### src/hw/rtl/assert_macros.svh
// Assertion helpers for the RTL; clocked on clk_i, disabled in reset.
`ifndef ASSERT_MACROS_SVH
`define ASSERT_MACROS_SVH

// Plain property check.
`define TRD_ASSERT(lbl, prop, msg) \
  lbl: assert property (@(posedge clk_i) disable iff (!rst_ni) (prop)) \
    else $error(msg);

// Same-cycle implication.
`define TRD_ASSERT_IMPL(lbl, ante, cons, msg) \
  lbl: assert property (@(posedge clk_i) disable iff (!rst_ni) (ante) |-> (cons)) \
    else $error(msg);

`endif

### src/hw/rtl/trd_pkg.sv
package trd_pkg;

  localparam int MAX_TOUCHES_DEF = 5;
  localparam int COORD_BITS_DEF  = 11;

  localparam int POINT_W    = 11;
  localparam int ID_W       = 4;
  localparam int PRESS_W    = 8;
  localparam int EDGE_W     = 2;
  localparam int STATUS_W   = 8;
  localparam int WORD_W     = 16;
  localparam int CFG_IDX_W  = 3;
  localparam int CFG_DATA_W = 11;

  localparam int FIFO_DEPTH = 4;
  localparam int FIFO_PTR_W = $clog2(FIFO_DEPTH);
  localparam int FIFO_CNT_W = FIFO_PTR_W + 1;

  // configuration register indexes
  localparam logic [CFG_IDX_W-1:0] CFG_LIMIT_X  = 3'd0;
  localparam logic [CFG_IDX_W-1:0] CFG_LIMIT_Y  = 3'd1;
  localparam logic [CFG_IDX_W-1:0] CFG_MIRROR_X = 3'd2;
  localparam logic [CFG_IDX_W-1:0] CFG_MIRROR_Y = 3'd3;
  localparam logic [CFG_IDX_W-1:0] CFG_EXCHANGE = 3'd4;

  localparam logic [POINT_W-1:0] LIMIT_RESET = 11'h7FF;

  // input item kinds
  localparam logic KIND_STATUS = 1'b0;
  localparam logic KIND_RECORD = 1'b1;

  // result kinds
  localparam logic RK_POINT     = 1'b0;
  localparam logic RK_FRAME_END = 1'b1;

  // record events that produce a point
  localparam logic [1:0] EV_DOWN    = 2'd0;
  localparam logic [1:0] EV_CONTACT = 2'd2;

  // frame-end touch edges
  localparam logic [EDGE_W-1:0] EDGE_NONE    = 2'd0;
  localparam logic [EDGE_W-1:0] EDGE_PRESS   = 2'd1;
  localparam logic [EDGE_W-1:0] EDGE_RELEASE = 2'd2;

  localparam logic [STATUS_W-1:0] STATUS_INVALID = 8'hFF;
  localparam logic [PRESS_W-1:0]  BASE_PRESSURE  = 8'd127;
  localparam logic [PRESS_W-1:0]  PRESSURE_MIN   = 8'd123;
  localparam logic [PRESS_W-1:0]  PRESSURE_MAX   = 8'd131;
  localparam logic signed [3:0]   OFFSET_MAX     = 4'sd4;
  localparam logic signed [3:0]   OFFSET_WRAP    = -4'sd4;

  typedef struct packed {
    logic               kind;
    logic [POINT_W-1:0] x;
    logic [POINT_W-1:0] y;
    logic [ID_W-1:0]    id;
    logic [PRESS_W-1:0] pressure;
    logic               first;
    logic [EDGE_W-1:0]  edge_code;
    logic               last;
  } trd_result_t;

  typedef struct packed {
    logic [POINT_W-1:0] limit_x;
    logic [POINT_W-1:0] limit_y;
    logic               mirror_x;
    logic               mirror_y;
    logic               exchange;
  } trd_cfg_t;

  // up to two results per item; slot_a goes first
  typedef struct packed {
    logic [1:0]  count;
    trd_result_t slot_a;
    trd_result_t slot_b;
  } trd_push_t;

  typedef struct packed {
    logic [FIFO_CNT_W-1:0] count;
    logic                  room;
  } trd_fifo_stat_t;

endpackage

### src/hw/rtl/trd_frame_core.sv
module trd_frame_core
  import trd_pkg::*;
#(
  parameter int MAX_TOUCHES = MAX_TOUCHES_DEF,
  parameter int COORD_BITS  = COORD_BITS_DEF
) (
  input  logic                clk_i,
  input  logic                rst_ni,
  input  logic                in_valid_i,
  output logic                in_stall_o,
  input  logic                in_kind_i,
  input  logic [STATUS_W-1:0] in_status_byte_i,
  input  logic [WORD_W-1:0]   in_x_word_i,
  input  logic [WORD_W-1:0]   in_y_word_i,
  input  trd_cfg_t            cfg_i,
  input  trd_fifo_stat_t      fifo_stat_i,
  output trd_push_t           push_o
);

  localparam int REM_W  = $clog2(MAX_TOUCHES + 1);
  localparam int CALC_W = (COORD_BITS > POINT_W) ? COORD_BITS : POINT_W;

  logic                in_vld_q, in_vld_d;
  logic                kind_q;
  logic [STATUS_W-1:0] status_q;
  logic [WORD_W-1:0]   xw_q, yw_q;

  logic              frame_open_q, frame_open_d;
  logic [REM_W-1:0]  rem_q, rem_d;
  logic              cur_q, cur_d;     // open frame has a valid point
  logic              prev_q, prev_d;   // last finished frame had a valid point
  logic signed [3:0] off_q, off_d;

  logic              process;
  logic              accept;
  logic [1:0]        ev;
  logic [CALC_W-1:0] x_raw, y_raw, lim_x, lim_y, x_m, y_m;
  logic [3:0]        nib;
  logic [REM_W-1:0]  cnt_sat;
  logic signed [3:0] off_use;
  logic [PRESS_W-1:0] press;
  logic              is_point, do_finish, cur_after, end_emit;
  logic [EDGE_W-1:0] edge_code;
  trd_result_t       point_res, end_res;

  assign process    = in_vld_q && fifo_stat_i.room;
  assign in_stall_o = in_vld_q && !fifo_stat_i.room;
  assign accept     = in_valid_i && !in_stall_o;
  assign in_vld_d   = accept ? 1'b1 : (process ? 1'b0 : in_vld_q);

  always_ff @(posedge clk_i or negedge rst_ni) begin
    if (!rst_ni) begin
      in_vld_q     <= 1'b0;
      frame_open_q <= 1'b0;
      rem_q        <= '0;
      cur_q        <= 1'b0;
      prev_q       <= 1'b0;
      off_q        <= '0;
    end else begin
      in_vld_q     <= in_vld_d;
      frame_open_q <= frame_open_d;
      rem_q        <= rem_d;
      cur_q        <= cur_d;
      prev_q       <= prev_d;
      off_q        <= off_d;
    end
  end

  always_ff @(posedge clk_i) begin
    if (accept) begin
      kind_q   <= in_kind_i;
      status_q <= in_status_byte_i;
      xw_q     <= in_x_word_i;
      yw_q     <= in_y_word_i;
    end
  end

  // record decode, mirroring (saturating at zero) and axis exchange
  assign ev    = xw_q[15:14];
  assign x_raw = CALC_W'(xw_q[COORD_BITS-1:0]);
  assign y_raw = CALC_W'(yw_q[COORD_BITS-1:0]);
  assign lim_x = CALC_W'(cfg_i.limit_x);
  assign lim_y = CALC_W'(cfg_i.limit_y);
  assign x_m   = !cfg_i.mirror_x ? x_raw : ((x_raw > lim_x) ? '0 : lim_x - x_raw);
  assign y_m   = !cfg_i.mirror_y ? y_raw : ((y_raw > lim_y) ? '0 : lim_y - y_raw);

  assign nib     = status_q[3:0];
  assign cnt_sat = (nib > 4'(MAX_TOUCHES)) ? REM_W'(MAX_TOUCHES) : REM_W'(nib);

  assign off_use = (off_q > OFFSET_MAX) ? OFFSET_WRAP : off_q;
  assign press   = BASE_PRESSURE + {{(PRESS_W-4){off_use[3]}}, off_use};

  always_comb begin
    frame_open_d = frame_open_q;
    rem_d        = rem_q;
    cur_d        = cur_q;
    prev_d       = prev_q;
    off_d        = off_q;
    is_point     = 1'b0;
    do_finish    = 1'b0;
    cur_after    = cur_q;
    if (process) begin
      if (kind_q == KIND_STATUS) begin
        frame_open_d = 1'b0;
        rem_d        = '0;
        cur_d        = 1'b0;
        cur_after    = 1'b0;
        if (status_q != STATUS_INVALID) begin
          if (cnt_sat == '0) begin
            do_finish = 1'b1;
          end else begin
            frame_open_d = 1'b1;
            rem_d        = cnt_sat;
          end
        end
      end else if (frame_open_q) begin
        if (ev == EV_DOWN || ev == EV_CONTACT) begin
          is_point  = 1'b1;
          off_d     = off_use + 4'sd1;
          cur_after = 1'b1;
          cur_d     = 1'b1;
        end
        // an open frame always has at least one record left
        rem_d = rem_q - REM_W'(1);
        if (rem_d == '0) begin
          do_finish = 1'b1;
        end
      end
    end
    if (do_finish) begin
      frame_open_d = 1'b0;
      rem_d        = '0;
      prev_d       = cur_after;
      cur_d        = 1'b0;
    end
  end

  assign end_emit = do_finish && (cur_after || prev_q);

  always_comb begin
    edge_code = EDGE_NONE;
    if (cur_after && !prev_q) begin
      edge_code = EDGE_PRESS;
    end else if (!cur_after && prev_q) begin
      edge_code = EDGE_RELEASE;
    end
  end

  always_comb begin
    point_res.kind      = RK_POINT;
    point_res.x         = cfg_i.exchange ? y_m[POINT_W-1:0] : x_m[POINT_W-1:0];
    point_res.y         = cfg_i.exchange ? x_m[POINT_W-1:0] : y_m[POINT_W-1:0];
    point_res.id        = yw_q[15:12];
    point_res.pressure  = press;
    point_res.first     = !cur_q;
    point_res.edge_code = EDGE_NONE;
    point_res.last      = !end_emit;

    end_res.kind      = RK_FRAME_END;
    end_res.x         = '0;
    end_res.y         = '0;
    end_res.id        = '0;
    end_res.pressure  = '0;
    end_res.first     = 1'b0;
    end_res.edge_code = edge_code;
    end_res.last      = 1'b1;
  end

  assign push_o.slot_a = is_point ? point_res : end_res;
  assign push_o.slot_b = end_res;
  assign push_o.count  = {1'b0, is_point} + {1'b0, end_emit};

endmodule

### src/hw/rtl/trd_result_fifo.sv
module trd_result_fifo
  import trd_pkg::*;
(
  input  logic           clk_i,
  input  logic           rst_ni,
  input  trd_push_t      push_i,
  output logic           out_valid_o,
  input  logic           out_stall_i,
  output trd_result_t    out_data_o,
  output trd_fifo_stat_t stat_o
);

  trd_result_t           mem_q [FIFO_DEPTH];
  logic [FIFO_PTR_W-1:0] wr_ptr_q, wr_ptr_d, rd_ptr_q, rd_ptr_d;
  logic [FIFO_PTR_W-1:0] wr_ptr_nxt;
  logic [FIFO_CNT_W-1:0] count_q, count_d;
  logic                  pop;

  assign out_valid_o = count_q != '0;
  assign out_data_o  = mem_q[rd_ptr_q];
  assign pop         = out_valid_o && !out_stall_i;

  assign wr_ptr_nxt = FIFO_PTR_W'(wr_ptr_q + 1'b1);
  assign wr_ptr_d   = FIFO_PTR_W'(wr_ptr_q + push_i.count);
  assign rd_ptr_d   = pop ? FIFO_PTR_W'(rd_ptr_q + 1'b1) : rd_ptr_q;
  assign count_d    = count_q + FIFO_CNT_W'(push_i.count) - FIFO_CNT_W'(pop);

  // room for a full two-result item
  assign stat_o.count = count_q;
  assign stat_o.room  = count_q <= FIFO_CNT_W'(FIFO_DEPTH - 2);

  always_ff @(posedge clk_i or negedge rst_ni) begin
    if (!rst_ni) begin
      wr_ptr_q <= '0;
      rd_ptr_q <= '0;
      count_q  <= '0;
    end else begin
      wr_ptr_q <= wr_ptr_d;
      rd_ptr_q <= rd_ptr_d;
      count_q  <= count_d;
    end
  end

  always_ff @(posedge clk_i) begin
    if (push_i.count != 2'd0) begin
      mem_q[wr_ptr_q] <= push_i.slot_a;
    end
    if (push_i.count == 2'd2) begin
      mem_q[wr_ptr_nxt] <= push_i.slot_b;
    end
  end

endmodule

### src/hw/rtl/touch_report_decoder.sv
// Multi-touch frame decoder. A status item opens a frame of up to MAX_TOUCHES
// record items; down and contact records give a point result, and the end of
// a frame gives a frame-end result with the press/release edge if this or the
// last frame held a point. An item waits in the input register while a short
// decode writes its zero to two results into a four-entry result queue; one
// item is taken every cycle, but the input stalls while the queue has fewer
// than two free entries. Results leave one per cycle unless out_stall_i is
// high. Configuration writes are taken every cycle (ready is always high).
`include "assert_macros.svh"

module touch_report_decoder
  import trd_pkg::*;
#(
  parameter int MAX_TOUCHES = MAX_TOUCHES_DEF,
  parameter int COORD_BITS  = COORD_BITS_DEF
) (
  input  logic                  clk_i,
  input  logic                  rst_ni,

  input  logic                  cfg_valid_i,
  output logic                  cfg_ready_o,
  input  logic [CFG_IDX_W-1:0]  cfg_index_i,
  input  logic [CFG_DATA_W-1:0] cfg_data_i,

  input  logic                  in_valid_i,
  output logic                  in_stall_o,
  input  logic                  in_kind_i,
  input  logic [STATUS_W-1:0]   in_status_byte_i,
  input  logic [WORD_W-1:0]     in_x_word_i,
  input  logic [WORD_W-1:0]     in_y_word_i,

  output logic                  out_valid_o,
  input  logic                  out_stall_i,
  output logic                  out_result_kind_o,
  output logic [POINT_W-1:0]    out_point_x_o,
  output logic [POINT_W-1:0]    out_point_y_o,
  output logic [ID_W-1:0]       out_track_id_o,
  output logic [PRESS_W-1:0]    out_pressure_o,
  output logic                  out_first_point_o,
  output logic [EDGE_W-1:0]     out_touch_edge_o,
  output logic                  out_last_o
);

  trd_cfg_t       cfg_q, cfg_d;
  trd_push_t      push;
  trd_fifo_stat_t fifo_stat;
  trd_result_t    res;

  assign cfg_ready_o = 1'b1;

  always_comb begin
    cfg_d = cfg_q;
    if (cfg_valid_i) begin
      unique case (cfg_index_i)
        CFG_LIMIT_X:  cfg_d.limit_x  = cfg_data_i[POINT_W-1:0];
        CFG_LIMIT_Y:  cfg_d.limit_y  = cfg_data_i[POINT_W-1:0];
        CFG_MIRROR_X: cfg_d.mirror_x = cfg_data_i[0];
        CFG_MIRROR_Y: cfg_d.mirror_y = cfg_data_i[0];
        CFG_EXCHANGE: cfg_d.exchange = cfg_data_i[0];
        default: ;
      endcase
    end
  end

  always_ff @(posedge clk_i or negedge rst_ni) begin
    if (!rst_ni) begin
      cfg_q.limit_x  <= LIMIT_RESET;
      cfg_q.limit_y  <= LIMIT_RESET;
      cfg_q.mirror_x <= 1'b0;
      cfg_q.mirror_y <= 1'b0;
      cfg_q.exchange <= 1'b1;
    end else begin
      cfg_q <= cfg_d;
    end
  end

  trd_frame_core #(
    .MAX_TOUCHES(MAX_TOUCHES),
    .COORD_BITS (COORD_BITS)
  ) u_core (
    .clk_i           (clk_i),
    .rst_ni          (rst_ni),
    .in_valid_i      (in_valid_i),
    .in_stall_o      (in_stall_o),
    .in_kind_i       (in_kind_i),
    .in_status_byte_i(in_status_byte_i),
    .in_x_word_i     (in_x_word_i),
    .in_y_word_i     (in_y_word_i),
    .cfg_i           (cfg_q),
    .fifo_stat_i     (fifo_stat),
    .push_o          (push)
  );

  trd_result_fifo u_fifo (
    .clk_i      (clk_i),
    .rst_ni     (rst_ni),
    .push_i     (push),
    .out_valid_o(out_valid_o),
    .out_stall_i(out_stall_i),
    .out_data_o (res),
    .stat_o     (fifo_stat)
  );

  assign out_result_kind_o = res.kind;
  assign out_point_x_o     = res.x;
  assign out_point_y_o     = res.y;
  assign out_track_id_o    = res.id;
  assign out_pressure_o    = res.pressure;
  assign out_first_point_o = res.first;
  assign out_touch_edge_o  = res.edge_code;
  assign out_last_o        = res.last;

  `TRD_ASSERT(a_fifo_bound, fifo_stat.count <= FIFO_CNT_W'(FIFO_DEPTH), "result queue overflow")
  `TRD_ASSERT_IMPL(a_end_last, out_valid_o && out_result_kind_o, out_last_o, "frame end not last")
  `TRD_ASSERT_IMPL(a_point_press, out_valid_o && !out_result_kind_o,
    out_pressure_o >= PRESSURE_MIN && out_pressure_o <= PRESSURE_MAX &&
    out_touch_edge_o == EDGE_NONE, "bad point result")

endmodule

### config.mk
export PLATFORM = sky130hd
export DESIGN_NAME = touch_report_decoder
export DESIGN_NICKNAME = d
export VERILOG_FILES = /design/src/hw/rtl/trd_pkg.sv /design/src/hw/rtl/trd_frame_core.sv /design/src/hw/rtl/trd_result_fifo.sv /design/src/hw/rtl/touch_report_decoder.sv
export VERILOG_INCLUDE_DIRS = /design/src /design/src/hw/rtl
export SDC_FILE = /design/constraint.sdc
export NUM_CORES = 1
export LEC_CHECK = 0
export ABC_CLOCK_PERIOD_IN_PS = 5300
export BUFFER_PORTS_ARGS = -buffer_cell sky130_fd_sc_hd__buf_2
export CAP_MARGIN = 5
export CORE_MARGIN = 5
export CORE_UTILIZATION = 25
export CTS_CLUSTER_SIZE = 30
export DETAILED_ROUTE_END_ITERATION = 10
export HOLD_SLACK_MARGIN = 0.05
export PLACE_DENSITY = 0.43
export SLEW_MARGIN = 0
export SYNTH_ARGS = -nofsm -noshare
export SYNTH_HDL_FRONTEND = slang
export SYNTH_SLANG_ARGS = --single-unit
### constraint.sdc
create_clock -name clk_i -period 5.3 [get_ports clk_i]
set_input_delay 1.06 -clock clk_i [delete_from_list [all_inputs] [get_ports clk_i]]
set_output_delay 1.06 -clock clk_i [all_outputs]
set_load 0.01 [all_outputs]
==> results.md, run 1 <==
* Status: finished clean
* Combinational Power Share at 0.310
* CTS buffer count at 29
* Worst reg2reg setup slack at 1.48 ns
* Ys async rst share at 0.186
* IO buf count at 95
* Switch share at 0.359
* Critical path class: reg2reg
* Setup crit start kind: flip-flop
* Die span in y at 216 um
* Normalized max-slew margin at 0.261
* Antenna cells at 0
* Post-Syn Nets at 1031
* Req. time, crit path at 5.77 ns
* Synthesized area at 10600 um^2
* Clock Sinks at 231
* Sequential fraction of design power at 0.386
* Final setup margin at 1.48 ns
* Via-to-Cell Ratio at 4.75
* Final Power at 6.28 mW
* Yosys warns at 0
* Final hold violation count at 0
* Hold Startpoint: u_fifo.mem_q[3][21]$_SDFFE_PP0P_
* Synthesized area per cell at 11.4 um^2
* Skew final at 0.0140 ns
* Area Overhead vs Synth at 18.7%
* Largest net degree at the start of global routing at 44
* Worst r2r src: u_core.rem_q[0]$_DFFE_PN0P_
* Max-cap violations at 0
* Layout cells sized above 1 at 0.270
* Clock buffer depth at 3
* Antenna-violating nets left at 0
* Post-synth cell types at 85
* GR Overflow Total at 0
* VDD IR max at 240 uV
* Post-synth EDFFs at 44
* RePlAce Congestion at 0.793
* Drc violations at 0
* Crit Path Max Fanout at 20
* GRT Total Usage at 0.127
* Actual slew at the worst max-slew pin at 1.11 ns
* Register area share after synthesis at 0.500
* Initial core utilization at 0.253
* Wire per inst at 19.0 um
* Die Wd at 216 um
* Initial antenna violation count at 0
* Final max-slew violation count at 0
* Hold path depth at 2
* Worst R2R Path Depth at 15
* Placeable Area at 41900 um^2
* Clock power frac at 0.304
* Number of global-route vias before repair at 7634
* WL final at 30.1 mm
* H-Tree Depth at 1
* Reg-to-Reg End: u_fifo.mem_q[2][35]$_SDFFE_PP0P_
* Arrival @ worst endpoint at 4.28 ns
* Hold Buf Count CTS at 0
* Buffer count from post-CTS setup fixing at 0
* Net Switching at 2.25 mW
* First-pass GRT wire length at 46.6 mm
* Worst Hold Path EP: u_fifo.mem_q[3][21]$_SDFFE_PP0P_
* Syn Inst Count at 934
* Layout Utilization at 0.300
* Hpwl dp at 20.4 mm
* Highest Clock Rate at 0.262 GHz
* Leakage power total at 4.99 nW
* Reg clk slew, reported paths at 0.06 ns
* # setup viols final at 0
* Most used DFF post-synth: dfxtp_1
* Root buf cell: clkbuf_16
* DR pass1 iterations at 4
* Hold Crit Class: reg2reg
* PostCTS Resize Cnt at 0
* CTS tree: done
* Via Count at 7531
* Nets@finish at 1122
* Number of I/O pins at 102
* Die area at 46700 um^2
* Synth Register Bits at 231
* CP Capture Type: flip-flop
* Post-Place Setup Slack at 1.51 ns
* Tcrit/Tclk final at 0.721
* Fill cell count at 4310
* Power Density at 499 nW/um^2
* DR iter-0 viols at 341
* Cell internal pwr at 4.03 mW
* RSZ-0062 raised after global routing: false
* Fin crit period at 3.82 ns
* Skew-Pair Late Insertion Delay at 0.57 ns
* Setup_tns at 0 ns
* FP Rows at 75
-- how the worst max path moves through the flow --
stage | start | to | slack (ns) | cells after the start
finish | u_core.rem_q[0]$_DFFE_PN0P_ | u_fifo.mem_q[2][35]$_SDFFE_PP0P_ | 1.48 | 15
global route | u_core.rem_q[0]$_DFFE_PN0P_ | u_fifo.mem_q[3][1]$_DFFE_PP_ | 1.16 | 14
CTS | u_fifo.rd_ptr_q[1]$_DFFE_PN0P_ | out_pressure_o[3] | 1.48 | 3
detailed placement | u_core.rem_q[0]$_DFFE_PN0P_ | u_fifo.mem_q[2][35]$_SDFFE_PP0P_ | 1.51 | 15
global placement | u_core.rem_q[0]$_DFFE_PN0P_ | u_fifo.mem_q[2][35]$_SDFFE_PP0P_ | 1.52 | 15
floorplan | u_core.rem_q[0]$_DFFE_PN0P_ | u_fifo.mem_q[0][35]$_SDFFE_PP0P_ | 2.33 | 13
-- layout by cell type (no fill, tap or decap), types with 12 or more instances in the layout --
cell type / instances
dfxtp_1: 144
buf_2: 95
nand2_1: 92
a22o_1: 77
o21ai_0: 67
inv_1: 47
edfxtp_1: 44
nor2_1: 41
mux4_2: 38
ha_1: 34
a21oi_1: 33
clkbuf_16: 31
mux2_2: 29
dfstp_2: 23
dfrtp_1: 18
o21a_1: 14
buf_4: 14
o21ai_1: 12
-- registers in the layout, summed over array words and instances (netlist names) --
register             count
cfg_q                   25
u_core.cur_q             1
u_core.frame_open_q      1
u_core.in_vld_q          1
u_core.kind_q            1
u_core.off_q             4
u_core.prev_q            1
u_core.rem_q             3
u_core.status_q          8
u_core.xw_q             12
u_core.yw_q             15
u_fifo.count_q           3
u_fifo.mem_q           152
u_fifo.rd_ptr_q          2
u_fifo.wr_ptr_q          2
-- critical path, stage by stage, from the launching register on --
cell and delay (ns):
dfrtp_1 0.39, inv_1 0.06, ha_1 0.23, xor2_1 0.17, nor2_1 0.18, a21oi_1 0.07, nor2_1 0.34, o21a_1 0.24
inv_1 0.06, ha_1 0.24, inv_1 0.11, nand2_1 0.13, nor2_1 0.51, nor2_2 0.37, buf_4 0.33, a22o_2 0.27
-- synth_stat cells, drive strengths merged, types with 15 or more instances --
master | instances | share of area
dfxtp | 144 | 0.27
nand2 | 94 | 0.033
a22o | 80 | 0.066
o21ai | 80 | 0.038
inv | 49 | 0.017
edfxtp | 44 | 0.12
nor2 | 42 | 0.015
mux4 | 38 | 0.081
a21oi | 34 | 0.016
ha | 34 | 0.040
clkbuf | 29 | 0.011
mux2 | 29 | 0.031
dfstp | 23 | 0.057
buf | 20 | 0.011
dfrtp | 20 | 0.047
o21a | 15 | 0.011
-- kinds of logic after synthesis --
kind of cell / count (synthesis) / share of synthesized area
buffers and inverters: 100 / 0.0408
other: 1 / 0.000353
adder cells (fa/ha/maj): 37 / 0.0458
AO/OA/AOI/OAI: 275 / 0.189
flip-flops: 231 / 0.500
XOR/XNOR: 18 / 0.0149
AND/OR/NAND/NOR: 197 / 0.0874
multiplexers: 75 / 0.121
-- layer usage --
metal  GRT usage  vias to the layer above  wire length [um]
li1            -                     3649                 -
met1       0.178                     3703             14500
met2       0.202                      146             13600
met3      0.0230                       33              1490
met4      0.0314                        0               496
met5           0                        -                 0
-- per-stage QoR --
step                cells  cell area [um^2]  hold WS (ns)
global route         1586             12600         0.464
detailed placement   1533             11700         0.437
global placement     1533             11700         0.430
finish               1586             12600         0.445
CTS                  1586             12600         0.450
floorplan             934             10600         0.420
-- cell type report --
class	count	area [um^2]	area share
tap	539	674	0.0536
inverter	51	191	0.0152
clock buffer	45	868	0.0690
multi-input combinational	603	4910	0.390
timing repair buffer	109	581	0.0461
clock inverter	8	57.6	0.00457
sequential	231	5310	0.422
-- power by group through the flow --
| stage | Clock, mW | Sequential, mW | Combinational, mW |
|---|---|---|---|
| after detailed placement | 0 | 2.47 | 1.97 |
| after CTS | 1.99 | 2.43 | 1.98 |
| final | 1.91 | 2.42 | 1.95 |
| after global routing | 2.07 | 2.47 | 2.17 |
| after floorplan | 0 | 2.25 | 1.56 |
| after global placement | 0 | 2.47 | 1.96 |
Note: power is estimated with default switching activity, not from simulation.
==> run 2: changes to the inputs <==
ABC_AREA = 1   (was unset)
ABC_CLOCK_PERIOD_IN_PS = 4000   (was 5300)
clock period = 4 ns   (was 5.3 ns; I/O delays follow)
==> results.md, run 2 <==
* Setup_tns at 0 ns
* Skew final at 0.0144 ns
* Final max-slew violation count at 0
* Critical path class: reg2reg
* Post-Syn Nets at 1565
* Die area at 50000 um^2
* First-pass GRT wire length at 55.8 mm
* Placed cell count at 2107
* Post-synth top area share at 0.253
* Drc violations at 0
* Post-synth EDFFs at 44
* Clock Sinks at 231
* Req. time, crit path at 4.50 ns
* Arrival @ worst endpoint at 3.72 ns
* CP Capture Type: flip-flop
* Crit Path Max Fanout at 34
* Most used DFF post-synth: dfxtp_1
* Post-Synth Adder-Cell Area at 0.0426
* Hpwl dp at 24.4 mm
* Placeable Area at 45300 um^2
* GRT Total Usage at 0.141
* VDD IR max at 317 uV
* Status: finished clean
* Final hold violation count at 0
* Compound-Gate Fraction of Synth Area at 0.107
* Tcrit/Tclk final at 0.805
* Number of I/O pins at 102
* Syn Inst Count at 1468
* Leakage power total at 6.03 nW
* Yosys warns at 0
* Clock buffer depth at 3
* H-Tree Depth at 1
* Max FFs per register at 152
* Post-synth cell types at 36
* Via-to-Cell Ratio at 4.64
* Largest reg by FF count: u_fifo.mem_q
* Top-count cell post-synth: nand2_1
* Layout cells sized above 1 at 0.171
* GR Overflow Total at 0
* Buffer count from post-CTS setup fixing at 0
* Antenna-violating nets left at 0
* # setup viols final at 0
* Largest delay share family, worst path: buffers and inverters
* Number of global-route vias before repair at 9510
* Wire per inst at 16.9 um
* Initial core utilization at 0.252
* Main combinational cell family by area after synthesis: simple AND/OR/NAND/NOR gates
* XOR/XNOR share of the synthesized area at 0.0108
* Multiplexer share of the synthesized area at 0
* Power Density at 687 nW/um^2
* Skew-Pair Late Insertion Delay at 0.57 ns
* Post-route insts no fill at 2158
* Post-synth top cells: nand2_1 (421), dfxtp_1 (144), nor2_1 (125), o21ai_0 (119), inv_1 (114)
* PostCTS Resize Cnt at 0
* Root buf cell: clkbuf_16
* CTS buffer count at 28
* DR iter-0 viols at 676
* Max-cap violations at 0
* Synth Register Bits at 231
* Register area share after synthesis at 0.465
* Biggest regs: u_fifo.mem_q x152, cfg_q x25, u_core.yw_q x15
* Area Overhead vs Synth at 17.8%
* Hold Buf Count CTS at 0
* Reg clk slew, reported paths at 0.06 ns
* Antenna cells at 0
* Slowest-stage cell, CP: inv_2
* Buf/Inv on CP at 3
* RePlAce Congestion at 0.807
* IO buf count at 95
* Synthesized area per cell at 7.77 um^2
* Most frequent cells in the layout: nand2_1 (421), dfxtp_1 (144), nor2_1 (124)
* FP Rows at 78
* Cells along the critical path: inv_1 -> ha_1 -> o21ai_0 -> a21oi_1 -> nand3_1 -> nand2_1 -> o21ai_0 -> ha_1 -> nor3_4 -> inv_2 -> nand2_2 -> inv_2 -> nand2_1 -> nand2_1
* Via Count at 10006
* Normalized max-slew margin at 0.353
* Fin crit period at 3.22 ns
* Largest net degree at the start of global routing at 80
* WL final at 36.5 mm
* RSZ-0062 raised after global routing: false
* Synth area leaders: dfxtp_1 (25%), nand2_1 (14%), edfxtp_1 (12%), dfstp_2 (5.3%), o21ai_0 (5.2%)
* Hold Crit Class: in2async
* CTS tree: done
* CP peak stage delay at 0.64 ns
* Ys async rst share at 0.186
* Synthesized area at 11400 um^2
* Commonest non-fill, non-tap cell in the layout: nand2_1
* Final setup margin at 0.781 ns
* Nets@finish at 1634
* Actual slew at the worst max-slew pin at 0.970 ns
* Most frequent CP cell: nand2_1
* Die span in y at 224 um
* Setup crit start kind: flip-flop
* Die Wd at 224 um
* Top cell type by total area after synthesis: dfxtp_1
* Post-Place Setup Slack at 0.704 ns
* Initial antenna violation count at 0
* DR pass1 iterations at 7
* Highest Clock Rate at 0.311 GHz
* Post-Synth Simple-Gate Area at 0.301
-- run 2: cell count changes in the layout (fill, tap and decap cells not counted), sizes merged, moves of 11 or more --
cell	delta
inv	+85
a22o	-80
o21a	-14
nand4	+83
nand2	+349
a31oi	-11
o21ai	+91
a21oi	-16
o22ai	+34
nand3	+75
nor2	+84
mux2	-29
mux4	-38
-- run 2: logic make-up (layout without fill, tap and decap cells) --
| group | Yosys count | count (layout) |
|---|---|---|
| AND/OR/NAND/NOR | 748 | 748 |
| AO/OA/AOI/OAI | 232 | 232 |
| flip-flops | 231 | 231 |
| buffers and inverters | 205 | 295 |
| adder cells (fa/ha/maj) | 37 | 37 |
| XOR/XNOR | 14 | 14 |
| other | 1 | 1 |
-- run 2: path summary, 6_finish.rpt --
path                                                    end  slack, ns  cells after the start                              from
setup / recovery           u_fifo.mem_q[2][35]$_SDFFE_PP0P_       0.78                     14       u_core.rem_q[0]$_DFFE_PN0P_
min in group clk_i                u_core.yw_q[15]$_DFFE_PP_       0.41                      1                   in_y_word_i[15]
hold reg to reg            u_fifo.mem_q[2][19]$_SDFFE_PP0P_       0.45                      2  u_fifo.mem_q[2][19]$_SDFFE_PP0P_
hold / removal                         cfg_q[1]$_DFFE_PN0P_       0.32                      1                            rst_ni
max in group asynchronous             cfg_q[22]$_DFFE_PN1P_       2.91                      2                            rst_ni
setup reg to reg           u_fifo.mem_q[2][35]$_SDFFE_PP0P_       0.78                     14       u_core.rem_q[0]$_DFFE_PN0P_
-- run 2: final cells by class --
| type | count | area [um^2] |
|---|---|---|
| clock buffers | 39 | 815 |
| inverters | 134 | 513 |
| well taps | 600 | 751 |
| clock inverters | 12 | 139 |
| fillers | 4948 | 31800 |
| flip-flops and latches | 231 | 5310 |
| multi-input cells | 1032 | 5270 |
| repair buffers | 110 | 638 |
-- run 2: metrics by stage --
| step | utilization | hold WS, ns | power, mW | cell area [um^2] |
|---|---|---|---|---|
| global placement | 0.276 | 0.434 | 6.71 | 12500 |
| finish | 0.297 | 0.322 | 9.22 | 13400 |
| floorplan | - | 0.421 | 5.38 | 11400 |
| CTS | 0.297 | 0.361 | 9.38 | 13400 |
| detailed placement | 0.276 | 0.435 | 6.72 | 12500 |
| global route | 0.297 | 0.373 | 9.90 | 13400 |
-- run 2: layer usage --
| metal | wire length, um | vias up | global-route usage | part of all wire |
|---|---|---|---|---|
| met4 | 873 | 0 | 0.0417 | 0.024 |
| met5 | 0 | - | 0 | 0 |
| met3 | 1970 | 46 | 0.0245 | 0.054 |
| li1 | - | 5012 | - | - |
| met2 | 16300 | 235 | 0.223 | 0.45 |
| met1 | 17300 | 4713 | 0.199 | 0.48 |
-- run 2: report_power, final --
group / internal (mW) / leakage [nW] / total (mW) / switching [mW]
Combinational: 1.13 / 3.51 / 3.55 / 2.42
Clock: 1.55 / 0.470 / 2.60 / 1.04
Sequential: 2.80 / 2.05 / 3.07 / 0.277
Total: 5.48 / 6.03 / 9.22 / 3.74
==> run 3: changes to the inputs <==
ABC_CLOCK_PERIOD_IN_PS = 3100   (was 4000)
clock period = 3.1 ns   (was 4 ns; I/O delays follow)
==> results.md, run 3 (synthesized netlist as in run 2, its figures left out) <==
* DR pass1 iterations at 5
* Initial antenna violation count at 0
* Hold Crit Class: in2async
* Clock Sinks at 231
* Worst R2R Path Depth at 14
* Clock buffer depth at 3
* Gr busiest metal: met2
* Met2 usage at 0.236
* Worst setup path end: out_point_x_o[1]
* GR Overflow Total at 0
* Leakage power total at 6.06 nW
* Actual slew at the worst max-slew pin at 0.988 ns
* Layout cells sized above 1 at 0.175
* Wire per inst at 16.7 um
* Design Area, Final at 13500 um^2
* Critical path class: reg2out
* Max-cap violations at 0
* Root buf cell: clkbuf_16
* Setup crit start kind: flip-flop
* Drc violations at 0
* Commonest non-fill, non-tap cell in the layout: nand2_1
* # setup viols final at 0
* Fin crit period at 2.91 ns
* Hpwl dp at 24.7 mm
* Setup_tns at 0 ns
* IO buf count at 95
* FP Rows at 78
* PostCTS Resize Cnt at 0
* Initial core utilization at 0.252
* Hold Buf Count CTS at 0
* Reg-to-Reg End: u_fifo.count_q[2]$_DFF_PN0_
* Worst reg2reg setup slack at 0.27 ns
* Final hold violation count at 0
* Number of global-route vias before repair at 9854
* Biggest regs: u_fifo.mem_q x152, cfg_q x25, u_core.yw_q x15
* Hold slack at 0.210 ns
* WL final at 36.2 mm
* Largest net degree at the start of global routing at 53
* RSZ-0062 raised after global routing: false
* H-Tree Depth at 1
* Worst r2r src: u_core.rem_q[0]$_DFFE_PN0P_
* First-pass GRT wire length at 56.3 mm
* Crit. Startpoint: u_fifo.rd_ptr_q[1]$_DFFE_PN0P_
* Buffer count from post-CTS setup fixing at 0
* Reg clk slew, reported paths at 0.06 ns
* Final max-slew violation count at 0
* Die Wd at 224 um
* Via-to-Cell Ratio at 4.57
* Global-route track usage on met3 at 0.0227
* Arrival @ worst endpoint at 2.29 ns
* Die span in y at 224 um
* Fill cell count at 4967
* CTS tree: done
* Req. time, crit path at 2.48 ns
* Largest reg by FF count: u_fifo.mem_q
* Crit Path Max Fanout at 20
* Antenna cells at 0
* Skew final at 0.0154 ns
* VDD IR max at 508 uV
* Max FFs per register at 152
* Tcrit/Tclk final at 0.939
* Status: finished clean
* Post-DP Area at 12500 um^2
* Via Count at 9906
* Nets@finish at 1642
* Highest Clock Rate at 0.344 GHz
* Area Overhead vs Synth at 18.3%
* Most frequent cells in the layout: nand2_1 (420), dfxtp_1 (144), nor2_1 (124)
* RePlAce Congestion at 0.823
* Antenna-violating nets left at 0
* Skew-Pair Late Insertion Delay at 0.57 ns
* Placeable Area at 45300 um^2
* CP Capture Type: output port
* GR Util met1 at 0.193
* Normalized max-slew margin at 0.341
* Die area at 50000 um^2
* CTS buffer count at 28
* Number of I/O pins at 102
* Power Density at 885 nW/um^2
* DR iter-0 viols at 609
* GRT Total Usage at 0.142
run 3: cell type report:
cell class                 count  area [um^2]  area share
inverter                     134          523      0.0388
clock buffer                  46          902      0.0669
timing repair buffer         118          648      0.0480
sequential                   231         5310       0.394
tap                          600          751      0.0556
multi-input combinational   1032         5270       0.391
clock inverter                 6         85.1     0.00631
run 3: worst min path at each step:
stage,end,cells after the start
floorplan,cfg_q[1]$_DFFE_PN0P_,0
global placement,u_fifo.mem_q[1][29]$_SDFFE_PP0P_,2
detailed placement,u_fifo.mem_q[1][18]$_SDFFE_PP0P_,2
CTS,u_core.status_q[5]$_DFFE_PP_,1
global route,u_core.status_q[5]$_DFFE_PP_,1
finish,cfg_q[1]$_DFFE_PN0P_,1
run 3: power breakdown:
part,internal [mW],switching [mW],leakage [nW]
Sequential,3.61,0.342,2.05
Combinational,1.45,3.13,3.53
Clock,2.08,1.34,0.484
Total,7.14,4.80,6.06
run 3: routing by layer:
metal / share of wire / routed length [um]
met1: 0.48 / 17400
met2: 0.45 / 16400
met3: 0.046 / 1670
met4: 0.019 / 678
met5: 0 / 0
run 3: stage by stage:
step / instances / power, mW / utilization / setup WS, ns
after floorplan: 1468 / 6.94 / - / 0.488
after global placement: 2115 / 8.64 / 0.276 / 0.188
after detailed placement: 2115 / 8.64 / 0.276 / 0.168
after CTS: 2167 / 12.2 / 0.298 / 0.129
after global routing: 2167 / 12.9 / 0.298 / 0.0397
final: 2167 / 11.9 / 0.298 / 0.189
run 3: critical path, cell delays in order, from the launching register on:
cell and delay [ns]:
dfrtp_1 0.55, inv_1 0.15, buf_4 0.27, o21ai_0 0.13, o22ai_1 0.40, buf_2 0.22
